`src/rtl/cmf_pkg.sv`:
```
// cmf_pkg: types and constants shared by the coalescing message fifo modules
// no dependencies

package cmf_pkg;

  localparam int HandleW = 32;
  localparam int TopicW  = 16;
  localparam int OpW     = 2;
  localparam int StatusW = 2;

  // request opcodes; the fourth code does nothing
  typedef enum logic [OpW-1:0] {
    OP_PUSH  = 2'd0,
    OP_POP   = 2'd1,
    OP_CLEAR = 2'd2
  } op_e;

  typedef enum logic [StatusW-1:0] {
    STATUS_OK    = 2'd0,
    STATUS_NULL  = 2'd1,
    STATUS_FULL  = 2'd2,
    STATUS_EMPTY = 2'd3
  } status_e;

  typedef enum logic {
    CTRL_IDLE   = 1'b0,
    CTRL_COMMIT = 1'b1
  } ctrl_state_e;

  // controller to datapath commands
  typedef struct packed {
    logic accept;  // latch request and topic match vector
    logic commit;  // apply request to the store and load the result register
  } ctrl_cmd_t;

endpackage

```
`src/rtl/cmf_ctrl.sv`:
```
// cmf_ctrl: handshake and sequencing state machine of the coalescing message fifo
// depends on cmf_pkg

module cmf_ctrl (
  input  logic                clk_i,
  input  logic                rst_ni,
  input  logic                in_valid_i,
  output logic                in_ready_o,
  output logic                out_valid_o,
  input  logic                out_ready_i,
  output cmf_pkg::ctrl_cmd_t  cmd_o
);

  import cmf_pkg::*;

  ctrl_state_e state_q, state_d;
  logic        out_valid_q, out_valid_d;
  logic        out_free;

  always_ff @(posedge clk_i or negedge rst_ni) begin
    if (!rst_ni) begin
      state_q     <= CTRL_IDLE;
      out_valid_q <= 1'b0;
    end else begin
      state_q     <= state_d;
      out_valid_q <= out_valid_d;
    end
  end

  assign out_free = !out_valid_q || out_ready_i;

  always_comb begin
    state_d      = state_q;
    cmd_o.accept = 1'b0;
    cmd_o.commit = 1'b0;
    in_ready_o   = 1'b0;
    out_valid_d  = out_valid_q && !out_ready_i;
    unique case (state_q)
      CTRL_IDLE: begin
        in_ready_o = 1'b1;
        if (in_valid_i) begin
          cmd_o.accept = 1'b1;
          state_d      = CTRL_COMMIT;
        end
      end
      CTRL_COMMIT: begin
        // wait for room in the result register
        if (out_free) begin
          cmd_o.commit = 1'b1;
          out_valid_d  = 1'b1;
          state_d      = CTRL_IDLE;
        end
      end
      default: state_d = CTRL_IDLE;
    endcase
  end

  assign out_valid_o = out_valid_q;

`ifndef NO_ASSERTIONS
  a_accept_to_commit: assert property (@(posedge clk_i) disable iff (!rst_ni)
    in_valid_i && in_ready_o |=> state_q == CTRL_COMMIT)
    else $error("accepted request did not move to commit");
  a_commit_no_overwrite: assert property (@(posedge clk_i) disable iff (!rst_ni)
    cmd_o.commit |-> (!out_valid_q || out_ready_i))
    else $error("result overwritten before it was taken");
  a_commit_gives_result: assert property (@(posedge clk_i) disable iff (!rst_ni)
    cmd_o.commit |=> out_valid_o)
    else $error("commit did not present a result");
`endif

endmodule

```
`src/rtl/cmf_datapath.sv`:
```
// cmf_datapath: entry store, topic match, compaction shift and result register
// depends on cmf_pkg

module cmf_datapath #(
  parameter int DEPTH      = 16,
  parameter int TOPIC_BITS = 16
) (
  input  logic                            clk_i,
  input  logic                            rst_ni,
  input  cmf_pkg::ctrl_cmd_t              cmd_i,
  input  logic [cmf_pkg::OpW-1:0]         op_i,
  input  logic [cmf_pkg::HandleW-1:0]     msg_handle_i,
  input  logic [cmf_pkg::TopicW-1:0]      topic_id_i,
  input  logic                            real_time_i,
  output logic [cmf_pkg::StatusW-1:0]     status_o,
  output logic [cmf_pkg::HandleW-1:0]     out_handle_o,
  output logic [cmf_pkg::TopicW-1:0]      out_topic_o,
  output logic                            out_real_time_o,
  output logic                            replaced_o,
  output logic [$clog2(DEPTH+1)-1:0]      occupancy_o
);

  import cmf_pkg::*;

  localparam int CntW = $clog2(DEPTH + 1);
  localparam int SB   = (TOPIC_BITS < TopicW) ? TOPIC_BITS : TopicW;

  // entry store
  logic [HandleW-1:0] ent_handle_q [DEPTH];
  logic [SB-1:0]      ent_topic_q  [DEPTH];
  logic               ent_rt_q     [DEPTH];
  logic [HandleW-1:0] up_handle    [DEPTH];
  logic [SB-1:0]      up_topic     [DEPTH];
  logic               up_rt        [DEPTH];
  logic [CntW-1:0]    count_q, count_d;

  // latched request
  logic [OpW-1:0]     req_op_q;
  logic [HandleW-1:0] req_handle_q;
  logic [SB-1:0]      req_topic_q;
  logic               req_rt_q;
  logic [DEPTH-1:0]   match_q, match_d;

  // result register
  status_e            status_q, status_d;
  logic [HandleW-1:0] out_handle_q, out_handle_d;
  logic [SB-1:0]      out_topic_q, out_topic_d;
  logic               out_rt_q, out_rt_d;
  logic               replaced_q, replaced_d;

  logic               found;
  logic [DEPTH-1:0]   first_hit, below_hit, shift_en;
  logic               wr_en;
  logic [CntW-1:0]    tail;

  // parallel compare against live real-time entries
  always_comb begin
    for (int i = 0; i < DEPTH; i++) begin
      match_d[i] = real_time_i && (CntW'(i) < count_q) && ent_rt_q[i]
                   && (ent_topic_q[i] == topic_id_i[SB-1:0]);
    end
  end

  always_ff @(posedge clk_i) begin
    if (cmd_i.accept) begin
      req_op_q     <= op_i;
      req_handle_q <= msg_handle_i;
      req_topic_q  <= topic_id_i[SB-1:0];
      req_rt_q     <= real_time_i;
      match_q      <= match_d;
    end
  end

  // oldest match and the entries from it upward
  assign found     = |match_q;
  assign first_hit = match_q & (~match_q + DEPTH'(1));
  assign below_hit = first_hit - DEPTH'(1);

  always_comb begin
    count_d      = count_q;
    status_d     = STATUS_OK;
    out_handle_d = '0;
    out_topic_d  = '0;
    out_rt_d     = 1'b0;
    replaced_d   = 1'b0;
    shift_en     = '0;
    wr_en        = 1'b0;
    tail         = count_q - CntW'(found);
    case (req_op_q)
      OP_PUSH: begin
        if (req_handle_q == '0) begin
          status_d = STATUS_NULL;
        end else if (!found && count_q == CntW'(DEPTH)) begin
          status_d = STATUS_FULL;
        end else begin
          replaced_d = found;
          shift_en   = found ? ~below_hit : '0;
          wr_en      = 1'b1;
          count_d    = tail + CntW'(1);
        end
      end
      OP_POP: begin
        if (count_q == '0) begin
          status_d = STATUS_EMPTY;
        end else begin
          out_handle_d = ent_handle_q[0];
          out_topic_d  = ent_topic_q[0];
          out_rt_d     = ent_rt_q[0];
          shift_en     = '1;
          count_d      = count_q - CntW'(1);
        end
      end
      OP_CLEAR: count_d = '0;
      default: ;
    endcase
  end

  for (genvar g = 0; g < DEPTH; g++) begin : g_entry
    if (g < DEPTH - 1) begin : g_up
      assign up_handle[g] = ent_handle_q[g+1];
      assign up_topic[g]  = ent_topic_q[g+1];
      assign up_rt[g]     = ent_rt_q[g+1];
    end else begin : g_top
      assign up_handle[g] = ent_handle_q[g];
      assign up_topic[g]  = ent_topic_q[g];
      assign up_rt[g]     = ent_rt_q[g];
    end

    always_ff @(posedge clk_i) begin
      if (cmd_i.commit) begin
        if (wr_en && tail == CntW'(g)) begin
          ent_handle_q[g] <= req_handle_q;
          ent_topic_q[g]  <= req_topic_q;
          ent_rt_q[g]     <= req_rt_q;
        end else if (shift_en[g]) begin
          ent_handle_q[g] <= up_handle[g];
          ent_topic_q[g]  <= up_topic[g];
          ent_rt_q[g]     <= up_rt[g];
        end
      end
    end
  end

  always_ff @(posedge clk_i or negedge rst_ni) begin
    if (!rst_ni) begin
      count_q <= '0;
    end else if (cmd_i.commit) begin
      count_q <= count_d;
    end
  end

  always_ff @(posedge clk_i) begin
    if (cmd_i.commit) begin
      status_q     <= status_d;
      out_handle_q <= out_handle_d;
      out_topic_q  <= out_topic_d;
      out_rt_q     <= out_rt_d;
      replaced_q   <= replaced_d;
    end
  end

  assign status_o        = status_q;
  assign out_handle_o    = out_handle_q;
  assign out_topic_o     = TopicW'(out_topic_q);
  assign out_real_time_o = out_rt_q;
  assign replaced_o      = replaced_q;
  assign occupancy_o     = count_q;

`ifndef NO_ASSERTIONS
  a_count_bounded: assert property (@(posedge clk_i) disable iff (!rst_ni)
    count_q <= CntW'(DEPTH))
    else $error("occupancy above depth");
  a_single_hit: assert property (@(posedge clk_i) disable iff (!rst_ni)
    cmd_i.commit |-> $onehot0(first_hit))
    else $error("more than one replacement position");
  a_pop_decrements: assert property (@(posedge clk_i) disable iff (!rst_ni)
    cmd_i.commit && req_op_q == OP_POP && count_q != '0
    |=> count_q == $past(count_q) - CntW'(1))
    else $error("pop did not reduce occupancy by one");
`endif

endmodule

```
`src/rtl/coalescing_message_fifo.sv`:
```
// coalescing_message_fifo: an accepted request is latched with its parallel topic match, then
// committed as one compaction shift that loads the registered result once an earlier result
// has been taken; a new request is accepted only after the previous one has committed.
// reset (asynchronous, active low) empties the queue and clears the handshake state;
// entry contents are not cleared and are never read before being written.
// depends on cmf_pkg, cmf_ctrl, cmf_datapath

module coalescing_message_fifo #(
  parameter int DEPTH      = 16,
  parameter int TOPIC_BITS = 16
) (
  input  logic                            clk_i,
  input  logic                            rst_ni,
  // request channel
  input  logic                            in_valid_i,
  output logic                            in_ready_o,
  input  logic [cmf_pkg::OpW-1:0]         op_i,
  input  logic [cmf_pkg::HandleW-1:0]     msg_handle_i,
  input  logic [cmf_pkg::TopicW-1:0]      topic_id_i,
  input  logic                            real_time_i,
  // result channel
  output logic                            out_valid_o,
  input  logic                            out_ready_i,
  output logic [cmf_pkg::StatusW-1:0]     status_o,
  output logic [cmf_pkg::HandleW-1:0]     out_handle_o,
  output logic [cmf_pkg::TopicW-1:0]      out_topic_o,
  output logic                            out_real_time_o,
  output logic                            replaced_o,
  output logic [$clog2(DEPTH+1)-1:0]      occupancy_o
);

  import cmf_pkg::*;

  // commands from the sequencer to the store
  ctrl_cmd_t cmd;

  // sequencer: idle takes a request, commit waits for the result register
  // to be free and then updates the store and the result register
  cmf_ctrl u_ctrl (
    .clk_i       (clk_i),
    .rst_ni      (rst_ni),
    .in_valid_i  (in_valid_i),
    .in_ready_o  (in_ready_o),
    .out_valid_o (out_valid_o),
    .out_ready_i (out_ready_i),
    .cmd_o       (cmd)
  );

  // store: entries kept oldest first in a shift line; a real-time push
  // removes the oldest live real-time entry of the same topic by shifting
  // everything above it down one place, then the new entry lands at the tail
  cmf_datapath #(
    .DEPTH      (DEPTH),
    .TOPIC_BITS (TOPIC_BITS)
  ) u_datapath (
    .clk_i           (clk_i),
    .rst_ni          (rst_ni),
    .cmd_i           (cmd),
    .op_i            (op_i),
    .msg_handle_i    (msg_handle_i),
    .topic_id_i      (topic_id_i),
    .real_time_i     (real_time_i),
    .status_o        (status_o),
    .out_handle_o    (out_handle_o),
    .out_topic_o     (out_topic_o),
    .out_real_time_o (out_real_time_o),
    .replaced_o      (replaced_o),
    .occupancy_o     (occupancy_o)
  );

endmodule

```
`config.mk`:
```
export PLATFORM = sky130hd
export DESIGN_NAME = coalescing_message_fifo
export DESIGN_NICKNAME = d
export VERILOG_FILES = /design/src/rtl/cmf_pkg.sv /design/src/rtl/cmf_ctrl.sv /design/src/rtl/cmf_datapath.sv /design/src/rtl/coalescing_message_fifo.sv
export SDC_FILE = /design/constraint.sdc
export NUM_CORES = 1
export LEC_CHECK = 0
export BUFFER_PORTS_ARGS = -buffer_cell sky130_fd_sc_hd__buf_2
export CAP_MARGIN = 20
export CORE_UTILIZATION = 50
export DETAILED_ROUTE_END_ITERATION = 7
export PLACE_DENSITY_LB_ADDON = 0.08
export SLEW_MARGIN = 0
export SYNTH_ARGS = -nofsm -noshare
export SYNTH_HDL_FRONTEND = slang
export SYNTH_SLANG_ARGS = --single-unit
```
`constraint.sdc`:
```
create_clock -name clk_i -period 14.2 [get_ports clk_i]
set_input_delay 2.13 -clock clk_i [delete_from_list [all_inputs] [get_ports clk_i]]
set_output_delay 2.13 -clock clk_i [all_outputs]
set_load 0.005 [all_outputs]
```
* After elaboration in Yosys (flattened, before gate mapping)
Memories as Yosys holds them, arrays and structs flattened. A register that Yosys moved wholly into a read port is not among the register bits. Cells that the tools add are included.
Word-level totals: bits in registers 94, memory bits (writable) 784, input bits 55, output and inout port bits 59, memories 3
Operators by class: $add $sub $neg 5, $lt $le $gt $ge 16, eq/ne operators 37, muxes and demuxes 185, bitwise gates (word level) 54, reductions and logical operators 79
Memories:
- u_datapath.ent_handle_q | depth 16, bits a word 32, read ports 16, clocked after memory_dff 1, wr ports 16, line cmf_datapath.sv:29 | logic [HandleW-1:0] ent_handle_q [DEPTH];
- u_datapath.ent_topic_q | depth 16, bits a word 16, read ports 16, clocked after memory_dff 0, wr ports 16, line cmf_datapath.sv:30 | logic [SB-1:0] ent_topic_q [DEPTH];
- u_datapath.ent_rt_q | depth 16, bits a word 1, read ports 16, clocked after memory_dff 0, wr ports 16, line cmf_datapath.sv:31 | logic ent_rt_q [DEPTH];
Operators by type and width (count):
- 2-to-1 mux 32 bit | 16
- 2-to-1 mux 16 bit | 20
- equality test 16 bit | 16
- 2-to-1 mux 1 bit | 139
- logical AND 1 bit | 66
- bitwise OR 1 bit | 48
- equality test 5 x 4 -> 1 bit (second input constant) | 8
- less-than comparator 4 x 5 -> 1 bit (first input constant) | 8
- logical NOT 32 bit | 1
- inverter 16 bit | 2
- one-hot mux 16 bit (2 select lines) | 1
- equality test 5 x 3 -> 1 bit (second input constant) | 4
- less-than comparator 3 x 5 -> 1 bit (first input constant) | 4
- adder 16 x 1 -> 16 bit (second input constant) | 1
- bitwise AND 16 bit | 1
- OR reduction 16 bit | 1
- subtractor 16 x 1 -> 16 bit (second input constant) | 1
- 2-to-1 mux 5 bit | 3
- one-hot mux 5 bit (3 select lines) | 1
- equality test 5 x 2 -> 1 bit (second input constant) | 2
- logical NOT 5 bit | 2
- less-than comparator 1 x 5 -> 1 bit (first input constant) | 2
- less-than comparator 2 x 5 -> 1 bit (first input constant) | 2
- 2-to-1 mux 2 bit | 3
- 18 further kinds | 24

* Longest topological paths before layout
depth after elaboration 14, mapped depth 15

* Hierarchy
A second synthesis with hierarchy kept.
Second synthesis, totals: cells, all modules 2444, area, all modules 41294.6 µm²
By module, submodules not included:
- cmf_datapath | instances 1, cells an instance 2436, area each 41200.8 µm²
- cmf_ctrl | instances 1, cells an instance 8, area each 93.8 µm²

* Worst setup path after synthesis
No wires, ideal clock.
kind register -> register, from register u_datapath.match_q[5], to memory u_datapath.ent_handle_q[14][0] (enable), library setup time 0.523 ns, arrival 5.983 ns, setup slack 7.694 ns, stages on the path, launching flop included 13, buffers on the path 2, cells stage by stage edfxtp_1 -> nor4_4 -> and4_1 -> nand2_1 -> ha_1 -> ha_1 -> buf_2 -> nor3b_2 -> xnor2_2 -> and3_1 -> buf_2 -> nand3_1 -> o21ai_0
RTL lines:
- start, declared | line cmf_datapath.sv:42 | logic [DEPTH-1:0] match_q, match_d;
- start signal, assigned | line cmf_datapath.sv:70 | match_q <= match_d;
- end, declared | line cmf_datapath.sv:29

==> impl_results.md <==
* Post-CTS sizing at 0
* Final Slew Violations at 0
* Nets@finish at 2,612
* Final period util at a little under two fifths
* Total number of yosys warnings at 0
* Die area at 83,600 um^2
* Worst min path class: reg2reg
* Global-route wire length before repair at 155 mm
* CTS sink cnt at 910
* Pleak at 0.0153 uW
* Layout cells sized above 1 at approximately 41%
* Worst Path Class, Setup: reg2reg
* Total GRT Usage at 25.6%
* Outcome: complete, no violations
* #FFs+latches synth at between 900 and 1,000
* Worst-Skew Late Latency at 0.65 ns
* Worst IR Drop VDD at 0.000117 V
* Net Sw Frac at a little under a third
* Share of the synthesized area in the top cell type at 65.8%
* 1st-pass router iterations at 5
* Mapped cell area at around 41,000 um^2
* Comb power frac at 26.0%
* Clk slew on worst S/H paths at 0.07 ns
* Drt initial violations at 1,907
* Rows at between 100 and 150
* Arrival time of data at the critical path endpoint at 5.70 ns
* Critical-path maximum fanout at 51
* Yosys top cell by area: edfxtp_1
* Post-synth top cells: edfxtp_1 (903), mux2_2 (708), xnor2_1 (154), xor2_1 (103), clkbuf_1 (95)
* Total CTS buffers at between 90 and 100
* H-tree depth at 3
* Clock Skew at between 0.02 and 0.025 ns
* Largest net degree at the start of global routing at 56
* DP HPWL at 63.4 mm
* DRC at 0
* Initial core utilization at 50.9%
* Routed WL per cell at 28.7 um
* Global route total overflow at 0
* Clock power share at 26.6%
* GPL Wtd Cong at a little under 0.9
* # Post-CTS Setup Buffers at 0
* Antenna diodes at 0
* Clock root buffer: clkbuf_16
* FMAX at between 150 and 200 MHz
* Routed Antenna Nets at 0
* Worst-Margin Slew at 1.11 ns
* Int Power at 6250 uW
* Number of global-route vias before repair at between 20,000 and 25,000
* Worst Setup End Kind: register
* Syn_area_per_cell at between 15 and 20 um^2
* TritonCTS clock tree: built
* Area grow syn2layout at 11.1%
* Seq pwr share at a little under half
* Via count at ~22,000
* RSZ-0062 raised after global routing: no
* Setup-failing EPs final at 0
* I/O Pins at 114
* Max_slew headroom at 26.0%
* Crit start category: register
* Critical Path RT at 14.59 ns
* Post-synth ARST share at 0.769%
* Maxcap violations at 0
* Most numerous cell in the Yosys netlist: edfxtp_1
* Routed WL at about 110 mm
* Synth area leaders: edfxtp_1 (66%), mux2_2 (19%), xnor2_1 (3.3%)
* Worst hold slack at 0.529 ns
* Area of the core at 81,100 um^2
* Final min period at 5.31 ns
* Synth Instances at ~2,500
* Synthesized net count at 2,530
* Initial antenna violation count at 2
* Setup TNS at 0 ns
* Die W at 289 um
* Die Ht at 289 um
* Hold buffers post-CTS at 0
* Fin. Hold Viols at 0
* Post-synthesis sequential area ratio at 66.2%
* Synth cell types at 63
* PortBufs at 113
* Power Density at 197 nW/um^2
* Primary FF master, synth: edfxtp_1
* Drt via density at 6.03
* CTS Buffer Depth at 3
* Post-synth EDFFs at approximately 900
* Sw Pwr at 2760 uW
==> per-stage QoR <==
step | total power [uW] | instances | util (%) | area, um^2 | setup slack (ns)
final | 9020 | 3682 | 56.5 | 45800 | 8.89
after global routing | 9370 | 3682 | 56.5 | 45800 | 8.73
after CTS | 9070 | 3679 | 56.4 | 45800 | 8.91
after detailed placement | 6670 | 3504 | 52.8 | 42800 | 8.56
after global placement | 6610 | 3503 | 52.8 | 42800 | 8.62
after floorplan | 5840 | 2463 | - | 41200 | 7.69
==> worst paths after layout <==
path	startpoint	slack (ns)	endpoint	cells past startpoint
max in group asynchronous	rst_ni	12.71	u_ctrl.out_valid_o	1
min in group asynchronous	rst_ni	1.31	u_datapath.occupancy_o[0]	1
min	u_datapath.ent_handle_q[10][24]	0.53	u_datapath.ent_handle_q[9][24]	1
min reg2reg	u_datapath.ent_handle_q[10][24]	0.53	u_datapath.ent_handle_q[9][24]	1
max	u_datapath.occupancy_o[1]	8.89	u_datapath.ent_topic_q[9][0]	9
max reg2reg	u_datapath.occupancy_o[1]	8.89	u_datapath.ent_topic_q[9][0]	9
==> power groups by stage <==
| stage | Sequential, uW | Combinational, uW | Clock, uW |
|---|---|---|---|
| 2_1_floorplan | 4160 | 1670 | 0 |
| 3_3_place_gp | 4310 | 2300 | 0 |
| 3_5_place_dp | 4320 | 2350 | 0 |
| 4_1_cts | 4270 | 2360 | 2440 |
| 5_1_grt | 4320 | 2510 | 2540 |
| 6_report | 4270 | 2350 | 2400 |
==> metal layers <==
layer / vias to the layer above / GRT usage [%] / wire length [um]
li1: 9626 / - / -
met1: 11700 / 34.8 / 45600
met2: 688 / 42.8 / 51400
met3: 193 / 3.34 / 5220
met4: 0 / 8.18 / 3470
met5: - / 0 / 0
==> cell type report <==
| type | instances | area, um^2 |
|---|---|---|
| inverter | 11 | 41.3 |
| clock buffer | 120 | 2570 |
| timing repair buffer | 166 | 997 |
| tap | 1060 | 1330 |
| clock inverter | 55 | 399 |
| fill | 6388 | 35300 |
| multi-input combinational | 1360 | 13200 |
| sequential | 910 | 27300 |
==> state kept, by name, summed over array words and instances, names as in the netlist <==
register / cells
u_datapath.match_q: 16
u_datapath.status_o: 2
u_datapath.occupancy_o: 5
u_datapath.req_op_q: 2
u_datapath.ent_rt_q: 16
u_datapath.ent_handle_q: 512
u_datapath.out_handle_o: 32
u_datapath.req_rt_q: 1
u_datapath.req_topic_q: 16
u_ctrl.state_q: 1
u_datapath.req_handle_q: 32
u_datapath.out_topic_o: 16
u_datapath.replaced_o: 1
u_ctrl.out_valid_o: 1
u_datapath.out_real_time_o: 1
u_datapath.ent_topic_q: 256
==> cell usage in the layout (no fill, tap or decap), drive strengths merged, types with 7 or more instances in the layout <==
cell type	netlist	routed
clkbuf	95	120
edfxtp	903	903
clkinv	0	49
a21oi	18	18
nand4	47	47
xnor2	155	155
buf	87	166
dfrtp	7	7
nand3	23	23
ha	12	12
nor3	10	10
a31oi	9	9
inv	11	13
nor2	32	32
xor2	103	103
o21ai	25	25
and3	56	56
nand2	27	27
mux2	735	735
nor4	46	46
==> worst max-delay path: stages, from the launching register on <==
cell and delay (ns):
dfrtp_1 0.66, inv_1 0.31, ha_1 0.32, or4b_4 0.66
nand2_1 0.43, nor2_1 0.63, a31oi_1 0.16, a21oi_4 0.86
buf_4 0.52, mux2_2 0.40
==> kinds of logic (layout without fill, tap and decap cells) <==
| kind of cell | after synthesis | count (layout) | share of synthesized area, % |
|---|---|---|---|
| buf+inv | 193 | 352 | 2.44 |
| xor+xnor | 258 | 258 | 5.50 |
| mux | 735 | 735 | 20.2 |
| compound gates | 81 | 81 | 1.44 |
| flops | 910 | 910 | 66.2 |
| simple gates | 274 | 274 | 3.90 |
| fa+ha+maj | 12 | 12 | 0.364 |
Power figures use the tool's default switching activity.
